$ cat src/rtl/dmap_pkg.sv
// Shared types and constants for the depth-to-color pixel mapper.
// Used by every module in rtl/; depends on nothing else.
package dmap_pkg;

  // Color image bounds for a valid mapped point.
  localparam int COLOR_WIDTH  = 640;
  localparam int COLOR_HEIGHT = 480;

  // Quotient bits of the depth divide; one cell per bit.
  localparam int DIV_BITS = 40;

  // Cycles from an accepted start to its done strobe.
  localparam int LATENCY = DIV_BITS + 3;

  // Configuration register indexes.
  localparam logic [2:0] REG_X_COL   = 3'd0;
  localparam logic [2:0] REG_X_ROW   = 3'd1;
  localparam logic [2:0] REG_X_CONST = 3'd2;
  localparam logic [2:0] REG_Y_COL   = 3'd3;
  localparam logic [2:0] REG_Y_ROW   = 3'd4;
  localparam logic [2:0] REG_Y_CONST = 3'd5;
  localparam logic [2:0] REG_X_SHIFT = 3'd6;
  localparam logic [2:0] REG_Y_SHIFT = 3'd7;

  // Input word.
  typedef struct packed {
    logic [9:0]  depth_col;
    logic [9:0]  depth_row;
    logic [15:0] depth_mm;
  } dmap_in_t;

  // Result word.
  typedef struct packed {
    logic [9:0]  color_x;
    logic [9:0]  color_y;
    logic [15:0] depth_pass;
    logic        map_valid;
  } dmap_out_t;

  // Folded register set, as seen by the front stage.
  typedef struct packed {
    logic signed [31:0] x_col;
    logic signed [31:0] x_row;
    logic signed [31:0] x_const;
    logic signed [31:0] y_col;
    logic signed [31:0] y_row;
    logic signed [31:0] y_const;
    logic signed [39:0] x_shift;
    logic signed [39:0] y_shift;
  } dmap_cfg_t;

  // One pixel as it moves down the divide chain. The w fields hold the
  // remaining dividend bits at the top and the quotient bits at the bottom.
  typedef struct packed {
    logic               vld;
    logic [15:0]        depth;
    logic signed [43:0] sx;
    logic signed [43:0] sy;
    logic [39:0]        wx;
    logic [39:0]        wy;
    logic [15:0]        rx;
    logic [15:0]        ry;
    logic               nx;
    logic               ny;
  } dmap_lane_t;

endpackage

$ cat src/rtl/dmap_cell.sv
// One cell of the divide chain: produces one quotient bit for each axis.
// Depends on dmap_pkg.
module dmap_cell (
  input  logic                  clk,
  input  logic                  rst,
  input  dmap_pkg::dmap_lane_t  lane_in,
  output dmap_pkg::dmap_lane_t  lane_out
);
  import dmap_pkg::*;

  logic [16:0] tx;
  logic [16:0] ty;
  logic        gx;
  logic        gy;
  logic [16:0] dx;
  logic [16:0] dy;

  // Restoring step: bring in the next dividend bit and try the depth.
  always_comb begin
    tx = {lane_in.rx, lane_in.wx[39]};
    ty = {lane_in.ry, lane_in.wy[39]};
    gx = tx >= {1'b0, lane_in.depth};
    gy = ty >= {1'b0, lane_in.depth};
    dx = tx - {1'b0, lane_in.depth};
    dy = ty - {1'b0, lane_in.depth};
  end

  always_ff @(posedge clk) begin
    if (rst) begin
      lane_out.vld <= 1'b0;
    end else begin
      lane_out.vld <= lane_in.vld;
    end
    lane_out.depth <= lane_in.depth;
    lane_out.sx    <= lane_in.sx;
    lane_out.sy    <= lane_in.sy;
    lane_out.wx    <= {lane_in.wx[38:0], gx};
    lane_out.wy    <= {lane_in.wy[38:0], gy};
    lane_out.rx    <= gx ? dx[15:0] : tx[15:0];
    lane_out.ry    <= gy ? dy[15:0] : ty[15:0];
    lane_out.nx    <= lane_in.nx;
    lane_out.ny    <= lane_in.ny;
  end

endmodule

$ cat config.mk
export PLATFORM = sky130hd
export DESIGN_NAME = dmap_cell
export DESIGN_NICKNAME = d
export VERILOG_FILES = /design/src/rtl/dmap_pkg.sv /design/src/rtl/dmap_cell.sv
export SDC_FILE = /design/constraint.sdc
export NUM_CORES = 1
export LEC_CHECK = 0
export BUFFER_PORTS_ARGS = -buffer_cell sky130_fd_sc_hd__buf_2
export CAP_MARGIN = 20
export CORE_AREA = 2 2 172 174
export DETAILED_ROUTE_END_ITERATION = 8
export DIE_AREA = 0 0 174 176
export HOLD_SLACK_MARGIN = 0.05
export REMOVE_ABC_BUFFERS = 1
export SLEW_MARGIN = 0
export SYNTH_ARGS = -nofsm -noshare
export SYNTH_HDL_FRONTEND = slang
export SYNTH_SLANG_ARGS = --single-unit
$ cat constraint.sdc
create_clock -name clk -period 3.6 [get_ports clk]
set_input_delay 0.18 -clock clk [delete_from_list [all_inputs] [get_ports clk]]
set_output_delay 0.18 -clock clk [all_outputs]
set_load 0.01 [all_outputs]
# Word-level counts from Yosys, hierarchy flattened
# Index checks and enable logic that the tools add are counted.
# op_classes
n_addsub	2
magnitude_cmp	2
muxes	2
# op_table
operator	count
17-bit by 16-bit >= comparator with 1-bit output	2
16-bit 2-to-1 mux	2
16-bit subtractor	2
# totals
ff_bits	219
inputBits	221

# Logic depth before layout (Yosys ltp)
# logic_depth
word_depth	2
ltp_mapped	10

# Worst setup path after synthesis
# OpenSTA, ideal clock, no wires.
# synth_path
path_type	input to register
startpoint	in lane_in[205] in the netlist's numbering
endpoint	reg lane_out[16] in the netlist's numbering
setup_ps	121
arrival_ps	2050
required_time_ps	3479
path_slack_ps	1429
stages	10
path_cell_list	inv_1 ha_1 a21o_1 a21oi_1 a21oi_1 o211ai_2 nor4_2 nor2_2 buf_6 mux2_2
# synth_between
elab_chain_cells	2
# synth_rtl
element	line_no	rtl
start, declared	dmap_cell.sv:6	input dmap_pkg::dmap_lane_t lane_in,
16-bit subtractor / 17-bit by 16-bit >= comparator with 1-bit output (equally long branches)	dmap_cell.sv:25, dmap_cell.sv:23	
16-bit 2-to-1 mux (*)	dmap_cell.sv:40	lane_out.ry <= gy ? dy[15:0] : ty[15:0];
end, declared	dmap_cell.sv:7	output dmap_pkg::dmap_lane_t lane_out
# Every way passes the cells marked *; elsewhere a longest branch is shown, timed or not.
# A chain may end at the register's enable or synchronous reset.

# Worst setup path in the final report
# layout_path
startpoint	in lane_in[11] in the netlist's numbering
endpoint	reg lane_out[8] in the netlist's numbering
# layout_between
elab_chain_cells	2
# layout_rtl
element	line_no	rtl
17-bit by 16-bit >= comparator with 1-bit output	dmap_cell.sv:23	gy = ty >= {1'b0, lane_in.depth};
16-bit 2-to-1 mux	dmap_cell.sv:40	
# Every way passes these cells.

==> impl_results.md <==
- Ratio of cells with drive above 1 in the final layout: 0.4333
- Most used DFF post-synth: dfxtp_1
- Hold Path Cell Cnt: 3
- PwrDens: 524.3 nW/um^2
- Fin nets: 1421
- Total power: between 6000 and 7000 uW
- Ports: 440
- Max-slew violation count: 0
- Vias in the first global route: ~6600
- Status: complete, no violations
- Worst hold path endpoint: lane_out[28]
- Clock net sink count: about 220
- YS warnings: 0
- H-Tree Depth: 1
- Setup crit end kind: flop
- Fill cell count: around 2700
- CTS tree: done
- CTS clk-pin slew, worst paths: around 0.07 ns
- Sequential share of power: 0.421
- Root Buffer: clkbuf_16
- Largest net degree at the start of global routing: 17
- Chip height: between 150 and 200 um
- Die area: between 30000 and 40000 sq um
- Clk pwr share: 0.410
- Register area share after synthesis: 0.6885
- Post-Synthesis Cell Area: about 6400 sq um
- WS Path Type: input port to flop
- Resized cells post-CTS: 0
- Largest regs: lane_out: 219 flops
- Yosys reg bits: between 200 and 250
- Hold Buf Count CTS: about 220
- Placer Congestion: around 0.85
- Max Root-Sink Buffers: 3
- Logic pwr share: 0.169
- Row cnt: 62
- Worst Hold Launch: lane_in[33]
- Total Routing Usage GR: 0.1701
- Synthesized area per cell: between 10 and 15 sq um
- Max FFs per register: between 200 and 250
- CP Launch Type: input port
- Pre-antenna DRT Iters: 4
- Postcts setup bufs: 0
- Via count: about 6300
- Post-DP HPWL: approximately 20000 um
- Final core utilization: 0.4226
- Initial antenna violation count: 1
- Max Freq: about 350 MHz
- Pre-CTS setup slack: around 0.79 ns
- CTS Buf Count: 25
- Peak VDD IR: approximately 0.00031 V
- DR vias/cell: 3.989
- Remaining antenna violation count: 0
- WL final: roughly 28000 um
- Worst slew pin tran: a little under 0.8 ns
- Die Wd: approximately 170 um
- Critical path peak fanout: 16
- First-pass GRT wire length: 39610 um
- EDFF count, synth: 0
- Min-delay worst type: input port to flop
- Grt met2 use: 0.3147
- Post-layout min period: ~2.9 ns
- Top reg by flops: lane_out
- Met3 usage: 0.04737
- DRC Markers: 0
- Cell internal pwr: between 4000 and 5000 uW
- Netlist cell types: 46
- Leak: 0.005831 uW
- Area of the core: ~29000 sq um
- Slew headroom: 0.4703
- Initial Utilization: 0.2230
- Sw frac: 0.2595
- Worst hold slack: 0.2533 ns
- Final setup violation count: 0
- Fin worst setup slack: 0.7350 ns
- Max Cap Viol: 0
- CP arrival: about 3.3 ns
- Cells after Synth: about 480
- Grt met1 use: 0.1825
- Setup TNS: 0 ns
- P_sw: ~1600 uW
- Port Buffer Count: ~440
- RSZ-0062 raised after global routing: false
- Fraction of registers with async set/reset: 0
- GRT overflow: 0
- Worst EP required: roughly 4 ns
- Final hold vios: 0
- Drt first-iter violations: 204
- GR peak layer: met2
- Routed WL per cell: roughly 18 um
- Syn-to-layout area delta: 89.49%
- Final Cycle Share: 0.7958
## worst max path at each step
stage	startpoint	endpoint	slack [ns]	cells after the start
after floorplan	lane_in[205]	lane_out[16]	1.31	9
after global placement	lane_in[212]	lane_out[16]	0.84	9
after detailed placement	lane_in[212]	lane_out[8]	0.79	9
after CTS	lane_in[11]	lane_out[17]	0.78	9
after global routing	lane_in[11]	lane_out[8]	0.63	9
final	lane_in[11]	lane_out[8]	0.74	9
## power by group through the flow
| stage | logic, uW | clock network [uW] | registers, uW |
|---|---|---|---|
| 5_1_grt | 1150 | 2750 | 2680 |
| 6_report | 1070 | 2600 | 2660 |
| 3_3_place_gp | 867 | 0 | 2710 |
| 2_1_floorplan | 313 | 0 | 2820 |
| 3_5_place_dp | 867 | 0 | 2710 |
| 4_1_cts | 1070 | 2670 | 2660 |
## metal layers
metal  routed length, um  vias to the layer above  share of wire
li1                    -                     3026              -
met1               10440                     2871           0.38
met2               13970                      294           0.50
met3                2128                       67          0.077
met4                1208                        0          0.044
met5                   0                        -              0
## cell usage after synthesis (all sizes together) (3+ instances only)
master	number	area, sq um
a211oi	5	37.54
mux2i	4	40.04
mux2	28	315.3
xnor2	14	122.6
a21o	11	82.58
nor3	5	25.02
a31oi	4	25.02
o21ai	15	75.07
nor2b	8	50.05
dfxtp	219	4384
nand2	18	67.56
xor2	11	96.34
nand3	5	25.02
a21oi	24	120.1
inv	23	86.33
nor2	19	73.82
buf	3	23.77
o21a	6	45.04
ha	32	400.4
## stage by stage
stage / cells / area (sq um)
2_1_floorplan: 479 / 6336
3_3_place_gp: 1305 / 9036
3_5_place_dp: 1305 / 9036
4_1_cts: 1568 / 12060
5_1_grt: 1568 / 12060
6_report: 1569 / 12070
## cells by family after synthesis
kind of cell,Yosys count,synth area share
DFF,219,0.6885
AOI/OAI and AO/OA,78,0.07998
and+or+nand+nor,68,0.05365
adders and majority gates,34,0.06917
muxes,32,0.05581
buffers and inverters,28,0.01847
xor gates and xnor gates,25,0.03439
## cell type report
class                   instances  area, sq um  area share
repair buffers                660         4402      0.3648
flip-flops and latches        219         4384      0.3634
multi-input cells             237         1866      0.1546
clock buffers                  30        684.4     0.05673
well taps                     384        480.5     0.03982
clock inverters                15        160.2     0.01327
inverters                      23        86.33    0.007155
diodes                          1        2.502   0.0002074
## worst max-delay path, stage by stage
cell	delay, ns
dlygate4sd3_1	0.58
buf_2	0.14
ha_1	0.37
a21oi_1	0.24
o21ai_0	0.24
a41oi_1	0.28
o21ai_0	0.14
nor2_2	0.66
mux2_2	0.41
## placed cells by master, fill, tap and decap left out, types with 5 or more instances in the layout
| cell type | count |
|---|---|
| dlygate4sd3_1 | 218 |
| xor2_1 | 11 |
| inv_1 | 23 |
| mux2_2 | 21 |
| nand2_1 | 18 |
| o21ai_0 | 15 |
| nor3_1 | 5 |
| xnor2_1 | 14 |
| a21o_1 | 11 |
| ha_1 | 32 |
| dfxtp_1 | 219 |
| nand3_1 | 5 |
| a21oi_1 | 24 |
| clkbuf_16 | 25 |
| mux2_1 | 7 |
| buf_2 | 439 |
| a211oi_1 | 5 |
| nor2b_1 | 8 |
| nor2_1 | 18 |
| o21a_1 | 6 |
Note: power is estimated with default switching activity, not from simulation.
