## src/rtl/dmap_pkg.sv

```systemverilog
// Shared types and constants for the depth-to-color pixel mapper.
// Used by every module in rtl/; depends on nothing else.
package dmap_pkg;

  // Color image bounds for a valid mapped point.
  localparam int COLOR_WIDTH  = 640;
  localparam int COLOR_HEIGHT = 480;

  // Quotient bits of the depth divide; one cell per bit.
  localparam int DIV_BITS = 40;

  // Cycles from an accepted start to its done strobe.
  localparam int LATENCY = DIV_BITS + 3;

  // Configuration register indexes.
  localparam logic [2:0] REG_X_COL   = 3'd0;
  localparam logic [2:0] REG_X_ROW   = 3'd1;
  localparam logic [2:0] REG_X_CONST = 3'd2;
  localparam logic [2:0] REG_Y_COL   = 3'd3;
  localparam logic [2:0] REG_Y_ROW   = 3'd4;
  localparam logic [2:0] REG_Y_CONST = 3'd5;
  localparam logic [2:0] REG_X_SHIFT = 3'd6;
  localparam logic [2:0] REG_Y_SHIFT = 3'd7;

  // Input word.
  typedef struct packed {
    logic [9:0]  depth_col;
    logic [9:0]  depth_row;
    logic [15:0] depth_mm;
  } dmap_in_t;

  // Result word.
  typedef struct packed {
    logic [9:0]  color_x;
    logic [9:0]  color_y;
    logic [15:0] depth_pass;
    logic        map_valid;
  } dmap_out_t;

  // Folded register set, as seen by the front stage.
  typedef struct packed {
    logic signed [31:0] x_col;
    logic signed [31:0] x_row;
    logic signed [31:0] x_const;
    logic signed [31:0] y_col;
    logic signed [31:0] y_row;
    logic signed [31:0] y_const;
    logic signed [39:0] x_shift;
    logic signed [39:0] y_shift;
  } dmap_cfg_t;

  // One pixel as it moves down the divide chain. The w fields hold the
  // remaining dividend bits at the top and the quotient bits at the bottom.
  typedef struct packed {
    logic               vld;
    logic [15:0]        depth;
    logic signed [43:0] sx;
    logic signed [43:0] sy;
    logic [39:0]        wx;
    logic [39:0]        wy;
    logic [15:0]        rx;
    logic [15:0]        ry;
    logic               nx;
    logic               ny;
  } dmap_lane_t;

endpackage

```

## src/rtl/dmap_back.sv

```systemverilog
// Back end: floor correction of the quotients, rounding, bounds check and
// the result register. Depends on dmap_pkg.
module dmap_back (
  input  logic                  clk,
  input  logic                  rst,
  input  dmap_pkg::dmap_lane_t  lane_in,
  output logic                  done,
  output dmap_pkg::dmap_out_t   pixel_out
);
  import dmap_pkg::*;

  logic               a_vld;
  logic [15:0]        a_depth;
  logic signed [44:0] a_bx;
  logic signed [44:0] a_by;
  logic signed [41:0] a_qx;
  logic signed [41:0] a_qy;

  logic signed [41:0] qx_next;
  logic signed [41:0] qy_next;
  logic signed [45:0] ux;
  logic signed [45:0] uy;
  logic signed [29:0] cx;
  logic signed [29:0] cy;
  logic               ok;

  // Turn the magnitude quotient into a floor quotient of the signed term.
  always_comb begin
    qx_next = signed'({2'b00, lane_in.wx});
    qy_next = signed'({2'b00, lane_in.wy});
    if (lane_in.nx) begin
      qx_next = -qx_next - 42'(lane_in.rx != 16'd0);
    end
    if (lane_in.ny) begin
      qy_next = -qy_next - 42'(lane_in.ry != 16'd0);
    end
  end

  always_ff @(posedge clk) begin
    if (rst) begin
      a_vld <= 1'b0;
    end else begin
      a_vld <= lane_in.vld;
    end
    a_depth <= lane_in.depth;
    a_bx    <= 45'(lane_in.sx) + 45'sd32768;
    a_by    <= 45'(lane_in.sy) + 45'sd32768;
    a_qx    <= qx_next;
    a_qy    <= qy_next;
  end

  // Add the depth term and drop the fraction; the half was added above.
  always_comb begin
    ux = 46'(a_bx) + 46'(a_qx);
    uy = 46'(a_by) + 46'(a_qy);
    cx = ux[45:16];
    cy = uy[45:16];
    ok = (a_depth != 16'd0) && (cx > 30'sd0) && (cy > 30'sd0)
         && (cx < 30'(COLOR_WIDTH)) && (cy < 30'(COLOR_HEIGHT));
  end

  // Result register.
  always_ff @(posedge clk) begin
    if (rst) begin
      done <= 1'b0;
    end else begin
      done <= a_vld;
    end
    pixel_out.color_x    <= ok ? cx[9:0] : 10'd0;
    pixel_out.color_y    <= ok ? cy[9:0] : 10'd0;
    pixel_out.depth_pass <= a_depth;
    pixel_out.map_valid  <= ok;
  end

endmodule

```

## config.mk

```make
export PLATFORM = sky130hd
export DESIGN_NAME = dmap_back
export DESIGN_NICKNAME = d
export VERILOG_FILES = /design/src/rtl/dmap_pkg.sv /design/src/rtl/dmap_back.sv
export SDC_FILE = /design/constraint.sdc
export NUM_CORES = 1
export LEC_CHECK = 0
export BUFFER_PORTS_ARGS = -buffer_cell sky130_fd_sc_hd__buf_4
export CORE_ASPECT_RATIO = 0.5
export CORE_MARGIN = 3
export CORE_UTILIZATION = 58
export DETAILED_ROUTE_END_ITERATION = 8
export PLACE_DENSITY = 0.85
export SLEW_MARGIN = 20
export SYNTH_ARGS = -nofsm -noshare
export SYNTH_HDL_FRONTEND = slang
export SYNTH_SLANG_ARGS = --single-unit
```

## constraint.sdc

```tcl
create_clock -name clk -period 5.1 [get_ports clk]
set_input_delay 1.53 -clock clk [delete_from_list [all_inputs] [get_ports clk]]
set_output_delay 1.53 -clock clk [all_outputs]
set_load 0.005 [all_outputs]
```

# Word-level counts from Yosys, hierarchy flattened
# Cells that the tools add are included.
# op_classes
n_addsub	8
bitwise_logic	0
n_shift	0
div_mod_pow	0
n_mul	0
order_cmp	4
n_eq_ne	0
muxes	2
n_reduce_logical	7
# ops
op	count
45-bit by 42-bit adder with 46-bit output	2
44-bit by 17-bit adder with 45-bit output, second input constant	2
40-bit negator with 42-bit output	2
42-bit by 1-bit subtractor with 42-bit output	2
40-bit two-way mux	2
30-bit by 1-bit > comparator with 1-bit output, second input constant	2
16-bit nonzero test	3
30-bit by 10-bit < comparator with 1-bit output, second input constant	1
30-bit by 11-bit < comparator with 1-bit output, second input constant	1
1-bit logical AND	4
# totals
latchBits	0
output_inout_bits	38
ramBits	0
input_bits	221
regBits	229
n_memories	0
word_cells	34
mem_bits_ro	0

# Logic depth before layout (Yosys ltp)
# depth
word_depth	6
depth_mapped	18
mapped_depth_nobuf	18

# Worst setup path after synthesis
# No wires, ideal clock.
# synth_path
kind	input to register
from	in lane_in[6] (netlist bit)
to	reg a_qy[40]
n_path_buf	0
t_arrival_ns	4.692
slack_ns	0.291
path_stages	16
t_required_ns	4.983
path_cell_list	nor4_1 and4_1 ha_1 ha_1 a211oi_1 nor2_1 o41a_1 a2111oi_0 o21ai_0 o2111ai_1 a21boi_0 a211oi_1 o21a_1 a21oi_1 xnor2_1 nor2_1
# synth_via
elab_chain_len	2
# synth_rtl
item	line_no	text
start, declared	dmap_back.sv:6	input dmap_pkg::dmap_lane_t lane_in,
16-bit nonzero test	dmap_back.sv:35	qy_next = -qy_next - 42'(lane_in.ry != 16'd0);
42-bit by 1-bit subtractor with 42-bit output	dmap_back.sv:35	
end signal, assigned	dmap_back.sv:49	a_qy <= qy_next;
end, declared	dmap_back.sv:17	logic signed [41:0] a_qy;
# Every way passes these cells.
# A chain may end at the register's enable or synchronous reset.

# Worst setup path in the final report
# layout_path
from	in lane_in[7] (netlist bit)
to	reg a_qy[34]
# layout_via
elab_chain_len	3
# layout_rtl
item	line_no	text
16-bit nonzero test	dmap_back.sv:35	
42-bit by 1-bit subtractor with 42-bit output	dmap_back.sv:35	
40-bit two-way mux	dmap_back.sv:34	if (lane_in.ny) begin
named net qy_next[34]	dmap_back.sv:20	logic signed [41:0] qy_next;
# The timed path passes the listed nets, and every way through them passes these cells.

==> impl_metrics.yaml <==
synth:
  synth_nets: 2285
  synth_edf_count: 0
  async_flop_share_pct: 0
  ys_seq_area_share_pct: 29.38
  postSynthCellCount: 1888
  syn_area_per_cell_um2: 8.265
  synth_top_flop_cell: "dfxtp_1"
  syn_area_mm2: 0.01560
  ys_seq_elements: 229
  yosysUniqueCellTypes: 88
  yosys_warnings: 0
cells_and_area:
  synthToLayoutAreaGrowth_pct: 19.44
  final_cell_mix: "buf_4, dfxtp_1, ha_1"
  nets: 2532
  design_area_mm2: 0.01864
  diodes: 0
  fillerInstances: 2076
  finish.utilization_pct: 72.23
  instances_no_fill: 2493
  final_common_cell: "buf_4"
  drive_gt1_share_pct: 16.24
critical_path:
  worst_ep_arrival_time_ns: 5.20
  critical_path_class: "in2reg"
  critical_path_required_ns: 5.47
  end_kind: "flip-flop"
  startpoint_type: "input pin"
  crit_chain: "buf_4 > nor4_1 > and4_1 > ha_1 > ha_1 > a211oi_2 > nor2_1 > o41a_1 > a2111oi_1 > o21ai_0 > o2111ai_1 > a21boi_0 > buf_4 > o21a_1 > nor2_1 > o21ai_0 > xnor2_1 > mux2i_1"
  slowest_delay_ns: 0.45
  slowest_stage: "o41a_1"
  critPathMaxFanout: 4
floorplanning:
  die_area_mm2: 0.02903
  core.rowCount: 41
  io_pins: 259
  start_util_pct: 60.47
  die_h_um: 122.0
  die_w_um: 238.0
  core_mm2: 0.02580
worst_hold_path:
  hp-class: "reg2reg"
sta:
  timing.final.crit_share_pct: 94.78
  relSlewSlack_pct: 43.22
  finalHoldViolations: 0
  tightest_slew_ns: 0.8439
  fmax_mhz: 206.9
  fin_crit_ns: 4.834
  setup-violations-final: 0
  skew_ns: 0.02592
  rsz0062_at_grt: "no"
  slew_viol_final: 0
routing:
  wl_um: 41610
  drtIter0Drc: 1089
  routed_via_density: 5.865
  ant_nets: 0
  first_pass_iters: 6
  detail_route.wl_per_cell_um: 16.69
  vias: 14621
  drc: 0
global_routing:
  track_usage_pct: 27.93
  grt_pass1_wl_um: 66870
  grt_pass1_vias: 14210
  antenna_found_initial: 0
  overflow: 0
  grt_max_degree: 80
power_and_ir_drop:
  irDropWorstVdd_v: 0.0003300
  power.density_mw_per_mm2: 310.6
  total_power_w: 0.005789
  power_leakage_nw: 8.903
clock_network:
  numCtsBuffers: 21
  clk_path_buf_depth: 3
  cts_tree: "yes"
  clkSinkCount: 229
  clk_latency_ns: 0.53
  cts_max_level: 1
  path_clk_slew_ns: 0.07
  root_buffer: "clkbuf_16"
  holdBufCountCts: 0
place:
  post-place-cells: 2456
  dp_hpwl_um: 33280
  dpl-instance-area_mm2: 0.01790
  port_buffers: 258
  globalplace.congestion: 1.004
job:
  max_cap_viol_count: 0
outcome:
  outcome: "completed"
-- state kept, by name, summed over array words and instances, names as in the netlist --
register	cells
a_bx	45
a_by	45
a_qx	42
a_qy	42
pixel_out	37
a_depth	16
a_vld	1
done	1
-- worst paths after layout --
kind | startpoint | end | slack [ns] | depth (start not counted)
setup / recovery | lane_in[7] | a_qy[34]$_DFF_P_ | 0.27 | 18
hold / removal | a_depth[12]$_DFF_P_ | pixel_out[13]$_DFF_P_ | 0.35 | 0
setup reg to reg | a_qy[20]$_DFF_P_ | pixel_out[20]$_SDFF_PN0_ | 0.54 | 13
hold reg to reg | a_depth[12]$_DFF_P_ | pixel_out[13]$_DFF_P_ | 0.35 | 0
-- cell type report --
cell class	count	area (um^2)	share of cell area [%]
Multi-Input combinational cell	1497	10410	55.87
Sequential cell	229	4584	24.60
Timing Repair Buffer	274	2057	11.04
Clock buffer	25	550.5	2.954
Tap cell	344	430.4	2.310
Inverter	112	420.4	2.256
Clock inverter	12	181.4	0.9735
-- cells in the mapped netlist, types with 8 or more instances --
cell type  instances  share of area, %
nor2b_1           15              0.60
or2_2             12              0.48
nor4_1            23              0.92
nand4_1           45               1.8
a211oi_1          21               1.0
nor2_1           107               2.6
a2111oi_0          8              0.45
o21ai_0          121               3.9
nand3_1           47               1.5
inv_1            112               2.7
o21bai_1          17              0.82
mux2i_1           16               1.0
ha_1             176                14
a21o_1           101               4.9
nand2_1          175               4.2
nor3_1            27              0.87
o211ai_1           8              0.38
dfxtp_1          229                29
a211o_1           12              0.67
and3_1            43               1.7
and2_1            12              0.48
nand2b_1          22              0.88
clkbuf_1          40              0.96
xnor2_1          105               5.9
and4_1            12              0.67
o21a_1            23               1.1
a21oi_1          164               5.3
xor2_1            48               2.7
a31oi_1           10              0.40
-- critical path, delay by kind of cell --
family,cells,cell delay (ns)
AO/OA/AOI/OAI,8,2.28
AND/OR/NAND/NOR,4,0.47
adder cells (fa/ha/maj),2,0.38
buffers and inverters,2,0.26
XOR/XNOR,1,0.17
multiplexers,1,0.10
-- routing by layer --
layer / GRT usage [%] / vias to the layer above / share of wire (%)
met1: 32.93 / 6744 / 42
li1: - / 7348 / -
met4: 8.612 / 0 / 3.1
met3: 5.496 / 89 / 6.6
met5: 0 / - / 0
met2: 51.63 / 440 / 49
-- kinds of logic (layout without fill, tap and decap cells) --
group,count (synthesis),count (layout),share of synthesized area (%)
compound gates,577,577,24.19
simple gates,572,572,18.56
flops,229,229,29.38
fa+ha+maj,176,176,14.11
buf+inv,162,423,3.969
xor+xnor,153,153,8.588
mux,18,18,1.171
other cells,1,1,0.02403
-- repair_timing --
| action | in CTS | in global routing |
|---|---|---|
| setup buffers | 0 | 0 |
| setup endpoints to repair | 0 | 5 |
| resized for setup | 0 | 2 |
-- metrics by stage --
| stage | hold WS, ns | setup TNS (ns) | setup slack [ns] |
|---|---|---|---|
| after floorplan | 0.3311 | 0 | 0.2910 |
| after global placement | 0.3358 | -1.307 | -0.2969 |
| after detailed placement | 0.3393 | -1.561 | -0.3803 |
| after CTS | 0.3526 | 0 | 0.1486 |
| after global routing | 0.3626 | 0 | 0.02045 |
| final | 0.3507 | 0 | 0.2664 |
-- power by group --
group | internal (W) | switching [W]
clock network | 0.000985 | 0.000728
registers | 0.00194 | 0.0000646
logic | 0.000901 | 0.00117
(Power assumes the default switching activity.)
