## src/rtl/dmap_pkg.sv

```systemverilog
// Shared types and constants for the depth-to-color pixel mapper.
// Used by every module in rtl/; depends on nothing else.
package dmap_pkg;

  // Color image bounds for a valid mapped point.
  localparam int COLOR_WIDTH  = 640;
  localparam int COLOR_HEIGHT = 480;

  // Quotient bits of the depth divide; one cell per bit.
  localparam int DIV_BITS = 40;

  // Cycles from an accepted start to its done strobe.
  localparam int LATENCY = DIV_BITS + 3;

  // Configuration register indexes.
  localparam logic [2:0] REG_X_COL   = 3'd0;
  localparam logic [2:0] REG_X_ROW   = 3'd1;
  localparam logic [2:0] REG_X_CONST = 3'd2;
  localparam logic [2:0] REG_Y_COL   = 3'd3;
  localparam logic [2:0] REG_Y_ROW   = 3'd4;
  localparam logic [2:0] REG_Y_CONST = 3'd5;
  localparam logic [2:0] REG_X_SHIFT = 3'd6;
  localparam logic [2:0] REG_Y_SHIFT = 3'd7;

  // Input word.
  typedef struct packed {
    logic [9:0]  depth_col;
    logic [9:0]  depth_row;
    logic [15:0] depth_mm;
  } dmap_in_t;

  // Result word.
  typedef struct packed {
    logic [9:0]  color_x;
    logic [9:0]  color_y;
    logic [15:0] depth_pass;
    logic        map_valid;
  } dmap_out_t;

  // Folded register set, as seen by the front stage.
  typedef struct packed {
    logic signed [31:0] x_col;
    logic signed [31:0] x_row;
    logic signed [31:0] x_const;
    logic signed [31:0] y_col;
    logic signed [31:0] y_row;
    logic signed [31:0] y_const;
    logic signed [39:0] x_shift;
    logic signed [39:0] y_shift;
  } dmap_cfg_t;

  // One pixel as it moves down the divide chain. The w fields hold the
  // remaining dividend bits at the top and the quotient bits at the bottom.
  typedef struct packed {
    logic               vld;
    logic [15:0]        depth;
    logic signed [43:0] sx;
    logic signed [43:0] sy;
    logic [39:0]        wx;
    logic [39:0]        wy;
    logic [15:0]        rx;
    logic [15:0]        ry;
    logic               nx;
    logic               ny;
  } dmap_lane_t;

endpackage

```

## src/rtl/dmap_front.sv

```systemverilog
// Front stage: evaluates the affine part of both axes and prepares the
// translation magnitudes for the divide chain. Depends on dmap_pkg.
module dmap_front (
  input  logic                  clk,
  input  logic                  rst,
  input  logic                  start,
  input  dmap_pkg::dmap_in_t    pixel_in,
  input  dmap_pkg::dmap_cfg_t   cfg,
  output dmap_pkg::dmap_lane_t  lane_out
);
  import dmap_pkg::*;

  logic signed [10:0] col_ext;
  logic signed [10:0] row_ext;
  logic signed [43:0] sx_next;
  logic signed [43:0] sy_next;
  logic [39:0]        mx_next;
  logic [39:0]        my_next;

  // Affine sums in Q28.16 from Q16.16 coefficients; each product fits comfortably in 44 bits.
  always_comb begin
    col_ext = signed'({1'b0, pixel_in.depth_col});
    row_ext = signed'({1'b0, pixel_in.depth_row});
    sx_next = 44'(44'(cfg.x_col) * col_ext) + 44'(44'(cfg.x_row) * row_ext)
              + 44'(cfg.x_const);
    sy_next = 44'(44'(cfg.y_col) * col_ext) + 44'(44'(cfg.y_row) * row_ext)
              + 44'(cfg.y_const);
    mx_next = cfg.x_shift[39] ? 40'(-cfg.x_shift) : cfg.x_shift;
    my_next = cfg.y_shift[39] ? 40'(-cfg.y_shift) : cfg.y_shift;
  end

  // Launch register for the chain.
  always_ff @(posedge clk) begin
    if (rst) begin
      lane_out.vld <= 1'b0;
    end else begin
      lane_out.vld <= start;
    end
    lane_out.depth <= pixel_in.depth_mm;
    lane_out.sx    <= sx_next;
    lane_out.sy    <= sy_next;
    lane_out.wx    <= mx_next;
    lane_out.wy    <= my_next;
    lane_out.rx    <= '0;
    lane_out.ry    <= '0;
    lane_out.nx    <= cfg.x_shift[39];
    lane_out.ny    <= cfg.y_shift[39];
  end

endmodule

```

## config.mk

```make
export PLATFORM = sky130hd
export DESIGN_NAME = dmap_front
export DESIGN_NICKNAME = d
export VERILOG_FILES = /design/src/rtl/dmap_pkg.sv /design/src/rtl/dmap_front.sv
export SDC_FILE = /design/constraint.sdc
export NUM_CORES = 2
export LEC_CHECK = 0
export ABC_CLOCK_PERIOD_IN_PS = 8130
export BUFFER_PORTS_ARGS = -buffer_cell sky130_fd_sc_hd__buf_4
export CORE_MARGIN = 4
export CORE_UTILIZATION = 45
export CTS_CLUSTER_SIZE = 10
export DETAILED_ROUTE_END_ITERATION = 16
export GPL_TIMING_DRIVEN = 0
export PLACE_DENSITY = 0.72
export SLEW_MARGIN = 30
export SYNTH_ARGS = -nofsm -noshare
export SYNTH_HDL_FRONTEND = slang
export SYNTH_SLANG_ARGS = --single-unit
```

## constraint.sdc

```tcl
create_clock -name clk -period 8.13 [get_ports clk]
set_clock_uncertainty 0.05 [all_clocks]
set_input_delay 1.626 -clock clk [delete_from_list [all_inputs] [get_ports clk]]
set_output_delay 1.626 -clock clk [all_outputs]
set_load 0.05 [all_outputs]
```

== Word level (Yosys, flattened, before mapping) ==
Cells that the tools add are included.

* Register bits after elaboration: 187
* Bits of input ports: 311
* Output and inout port bits: 219
* Logic and storage cells: 22

* Add/sub/neg operators: 6
* Multiply operators: 4
* Multiplexer cells: 2

{| class="wikitable"
|+ Operators by type and width
! cell !! count
|-
| $mul A32 B11 Y43 || 4
|-
| $add A43 B43 Y44 || 2
|-
| $add A44 B32 Y44 || 2
|-
| $neg A40 Y40 || 2
|-
| $mux W39 || 2
|}

== Longest topological paths before layout ==
* Word-level depth: 3
* Gate-level depth with buffers: 28
* Gate-level depth less buffers: 25

== Worst setup path after synthesis ==
No wires, ideal clock.

* Path type: input -> register
* From: input pixel_in[27] (netlist bit)
* To: register lane_out[154] (netlist bit)
* Library setup time: 64 ps
* Arrival: 8240 ps
* Data required time: 8016 ps
* Path slack: -224 ps
* Stages: 23
* Cell sequence: clkbuf_1 -> clkbuf_1 -> nand2_1 -> fa_1 -> fa_1 -> fa_1 -> fa_1 -> inv_1 -> fa_1 -> fa_1 -> inv_1 -> fa_1 -> inv_1 -> ha_1 -> and3_1 -> a221oi_1 -> o41ai_1 -> a21oi_1 -> o41ai_1 -> o32ai_1 -> a21oi_1 -> or3_1 -> nand4_1

* Cells in the longest elaborated chain, start to end: 3

{| class="wikitable"
|+ Ends and longest elaborated chain
! element !! RTL line !! text
|-
| start, declared || dmap_front.sv:7 || <nowiki>input dmap_pkg::dmap_in_t pixel_in,</nowiki>
|-
| $mul A32 B11 Y43 || dmap_front.sv:26 || <nowiki>sy_next = 44'(44'(cfg.y_col) * col_ext) + 44'(44'(cfg.y_row) * row_ext)</nowiki>
|-
| $add A43 B43 Y44 || dmap_front.sv:26 ||
|-
| $add A44 B32 Y44 || dmap_front.sv:27 || <nowiki>+ 44'(cfg.y_const);</nowiki>
|-
| net sy_next[40] || dmap_front.sv:16 || <nowiki>logic signed [43:0] sy_next;</nowiki>
|-
| end, declared || dmap_front.sv:9 || <nowiki>output dmap_pkg::dmap_lane_t lane_out</nowiki>
|}

The timed path passes the listed nets, and every way through them passes these cells.
A chain may end at the register's enable or synchronous reset.

== Worst setup path after layout ==
* From: input pixel_in[28] (netlist bit)
* To: register lane_out[198] (netlist bit)

* Cells in the longest elaborated chain, start to end: 3

{| class="wikitable"
|+ Ends and longest elaborated chain
! element !! RTL line !! text
|-
| $mul A32 B11 Y43 || dmap_front.sv:24 || <nowiki>sx_next = 44'(44'(cfg.x_col) * col_ext) + 44'(44'(cfg.x_row) * row_ext)</nowiki>
|-
| $add A43 B43 Y44 || dmap_front.sv:24 ||
|-
| $add A44 B32 Y44 || dmap_front.sv:25 || <nowiki>+ 44'(cfg.x_const);</nowiki>
|-
| net sx_next[40] || dmap_front.sv:15 || <nowiki>logic signed [43:0] sx_next;</nowiki>
|}

The timed path passes the listed nets, and every way through them passes these cells.

==> results.txt <==
----------------------------------------------------
[Run status]
  Run status ... completed

[Timing]
  Final clock period utilization by the worst path ... 98.2%
  Hold violation count in the final report ... 0
  Setup slack after layout ... 0.150 ns
  Setup violation total in the final timing report ... 0
  Worst slew margin relative to its limit ... 50.2%
  Minimum period implied by the final worst setup slack ... 7.98 ns
  Summed negative setup slack over all endpoints ... 0 ns
  Achievable frequency ... 125 MHz
  Tightest Pin Transition ... 0.747 ns
  Number of max-slew violations in the final report ... 0

[Synth]
  Async set-or-reset flop fraction in the synthesized netlist ... 0%
  Portion of the post-synthesis area used by sequential elements ... 7.20%
  Cell type with the largest total area after synthesis ... fa_1
  Flop and latch count out of synthesis ... 187
  Gate count of the mapped netlist ... 5,539
  Number of distinct library cells after synthesis ... 62
  Synth warnings ... 0
  Flip-flop cell with the highest count after synthesis ... dfxtp_1
  Cell types occupying the most area after synthesis ... fa_1 (51%), inv_1 (10%), and2_1 (8.2%)
  Post-Synthesis Mean Instance Area ... 9.38 um^2
  Number of synthesized flops with an enable pin ... 0
  Fraction of synthesized cell area taken by the top area cell type ... 50.8%
  Post-Synthesis Cell Area ... 52,000 um^2

[Layout]
  Fraction of layout cells with a size suffix above 1 ... 11.2%
  Commonest non-fill, non-tap cells in the layout ... inv_1 (1,431), fa_1 (1,317), and2_1 (678)
  Number of filler cells placed in the layout ... 10,700
  Total Nets Final ... 7,932
  Number of flip-flops under the largest register name ... 187
  Synth-to-layout area growth ... 13.1%
  Most flop-heavy register ... lane_out
  Regs by FF count ... lane_out: 187 flops
  Most common cell after layout, fill and taps aside ... inv_1

[Routing]
  Overall routed net length ... 164,000 um
  Number of detailed-routing iterations run before antenna repair ... 8
  Post-route DRC ... 0
  DR vias ... 38,800
  Per-cell via count in the routed design ... 5.14
  Post-detailed-route wirelength per cell ... 21.8 um
  Count of nets left with antenna violations after detail routing ... 0
  Drt first-iter violations ... 2,847

[Min path]
  HP Class ... primary input to flip-flop
  Worst hold endpoint ... lane_out[212]$_DFF_P_
  Hold Startpoint ... pixel_in[10]
  Number of stages on the worst hold path ... 1

[Place]
  Worst-case setup slack after placement ... -2.20 ns
  Placed wire-length estimate after detailed placement ... 140,000 um
  Port Buffers ... 383
  Final GP Congestion ... 0.982

[Critical path]
  Max Fanout on Critical Path ... 10
  Peak per-stage delay on the critical path ... 0.55 ns
  Required arrival time at the worst endpoint ... 8.51 ns
  Critical path buffers and inverters ... 6
  Critical path type ... primary input to flip-flop
  Category of cells accounting for the largest share of critical-path delay ... adder cells
  Data arrival time of the critical path ... 8.36 ns
  Max stage delay cell, worst path ... fa_1
  Critical Path End Type ... flip-flop
  Type of element launching the critical path ... primary input
  Worst path most repeated cell ... fa_1
  Cell Chain, Critical Path ... buf_4, buf_16, buf_6, nand2_1, fa_1, fa_1, fa_1, fa_1, inv_1, fa_1, fa_1, inv_1, fa_1, inv_1, ha_1, nand3_1, nor2_2, o2111ai_2, a211oi_2, o211ai_1, and2_4, nand4b_1, and3_1, a311o_1

[Global route]
  Gr usage total ... 27.7%
  GR Overflow Total ... 0
  Largest net degree at the start of global routing ... 25
  Global-route wire length before repair ... 248,000 um
  Antenna violations before repair ... 60
  Number of global-route vias before repair ... 41,300

[Floorplan]
  Floorplan die width ... 348 um
  Die area ... 121,000 um^2
  # IOs ... 530
  Num rows ... 124
  Die Span Y ... 348 um
  Core Footprint ... 115,000 um^2
  Initial cell density of the core ... 45.4%

[Clocking]
  Clock Sinks ... 187
  Register clock-pin slew on the reported worst setup and hold paths ... 0.10 ns
  Number of buffers created by CTS ... 17
  CTS tree ... built
  Number of buffers on the longest clock path ... 2
  Maximum level of the CTS H-tree ... 4
  Root cell of the clock tree ... clkbuf_16

[Run]
  Max-cap violations ... 0

----------------------------------------------------
cell usage after synthesis (6+ instances only):
cell	number
nand4_1	11
o21ai_0	58
dfxtp_1	187
xnor2_1	133
a21o_1	46
fa_1	1318
inv_1	1431
nand2_1	676
ha_1	322
nor2b_1	10
xor2_1	34
a21oi_1	72
o41ai_1	9
o21bai_1	13
buf_1	43
o31ai_1	21
buf_4	32
nor3_1	16
nand2b_1	25
nor2_1	46
o21a_1	10
nand3_1	11
and2_1	679
and3_1	11
or4_1	14
a31oi_1	12
clkbuf_1	209
or3_1	11
or4_4	6
what timing repair did:
item	CTS	global route
setup endpoints to repair	59	38
gates cloned	0	0
setup buffers	4	10
resized for setup	204	230
hold buffers	0	0
pin swaps	2	21
routing by layer:
metal	track usage, %	wire, um	vias to the layer above
li1	-	-	16800
met1	32.6	57700	20000
met2	46.6	82300	1645
met3	8.77	17400	286
met4	12.6	6910	26
met5	0	172	-
per-stage QoR:
stage / util, % / area [um^2] / hold slack (ns) / instances
floorplan: - / 52100 / 1.60 / 5570
global placement: 49.7 / 56900 / 1.68 / 7465
detailed placement: 49.7 / 57000 / 1.68 / 7467
CTS: 50.8 / 58200 / 1.07 / 7503
global route: 51.3 / 58800 / 1.10 / 7527
finish: 51.4 / 58800 / 1.13 / 7549
layout make-up:
| cell class | count | area (um^2) | share of cell area, % |
|---|---|---|---|
| diodes | 43 | 108 | 0.183 |
| plain buffers | 277 | 1870 | 3.18 |
| clock buffers | 17 | 425 | 0.723 |
| clock inverters | 15 | 229 | 0.389 |
| inverters | 1431 | 5370 | 9.13 |
| multi-input cells | 3668 | 42200 | 71.7 |
| flip-flops and latches | 187 | 3740 | 6.37 |
| well taps | 1512 | 1890 | 3.22 |
| repair buffers | 399 | 3020 | 5.13 |
cells by family after synthesis:
logic type / synth area share, %
adder cells (fa/ha/maj): 58.5
multiplexers: 0.0578
AO/OA/AOI/OAI: 3.65
buffers and inverters: 12.6
XOR/XNOR: 2.81
AND/OR/NAND/NOR: 15.1
flip-flops: 7.20
other: 0.00721
worst max path at each step:
stage,endpoint,cells after the start,startpoint
2_1_floorplan,lane_out[157]$_DFF_P_,23,pixel_in[27]
3_3_place_gp,lane_out[156]$_DFF_P_,24,pixel_in[32]
3_5_place_dp,lane_out[156]$_DFF_P_,23,pixel_in[29]
4_1_cts,lane_out[197]$_DFF_P_,25,pixel_in[19]
5_1_grt,lane_out[201]$_DFF_P_,23,pixel_in[34]
6_report,lane_out[198]$_DFF_P_,24,pixel_in[28]
Power is not shown: default switching activity piles up to over one toggle a cycle in this logic, so the estimate is an artifact.
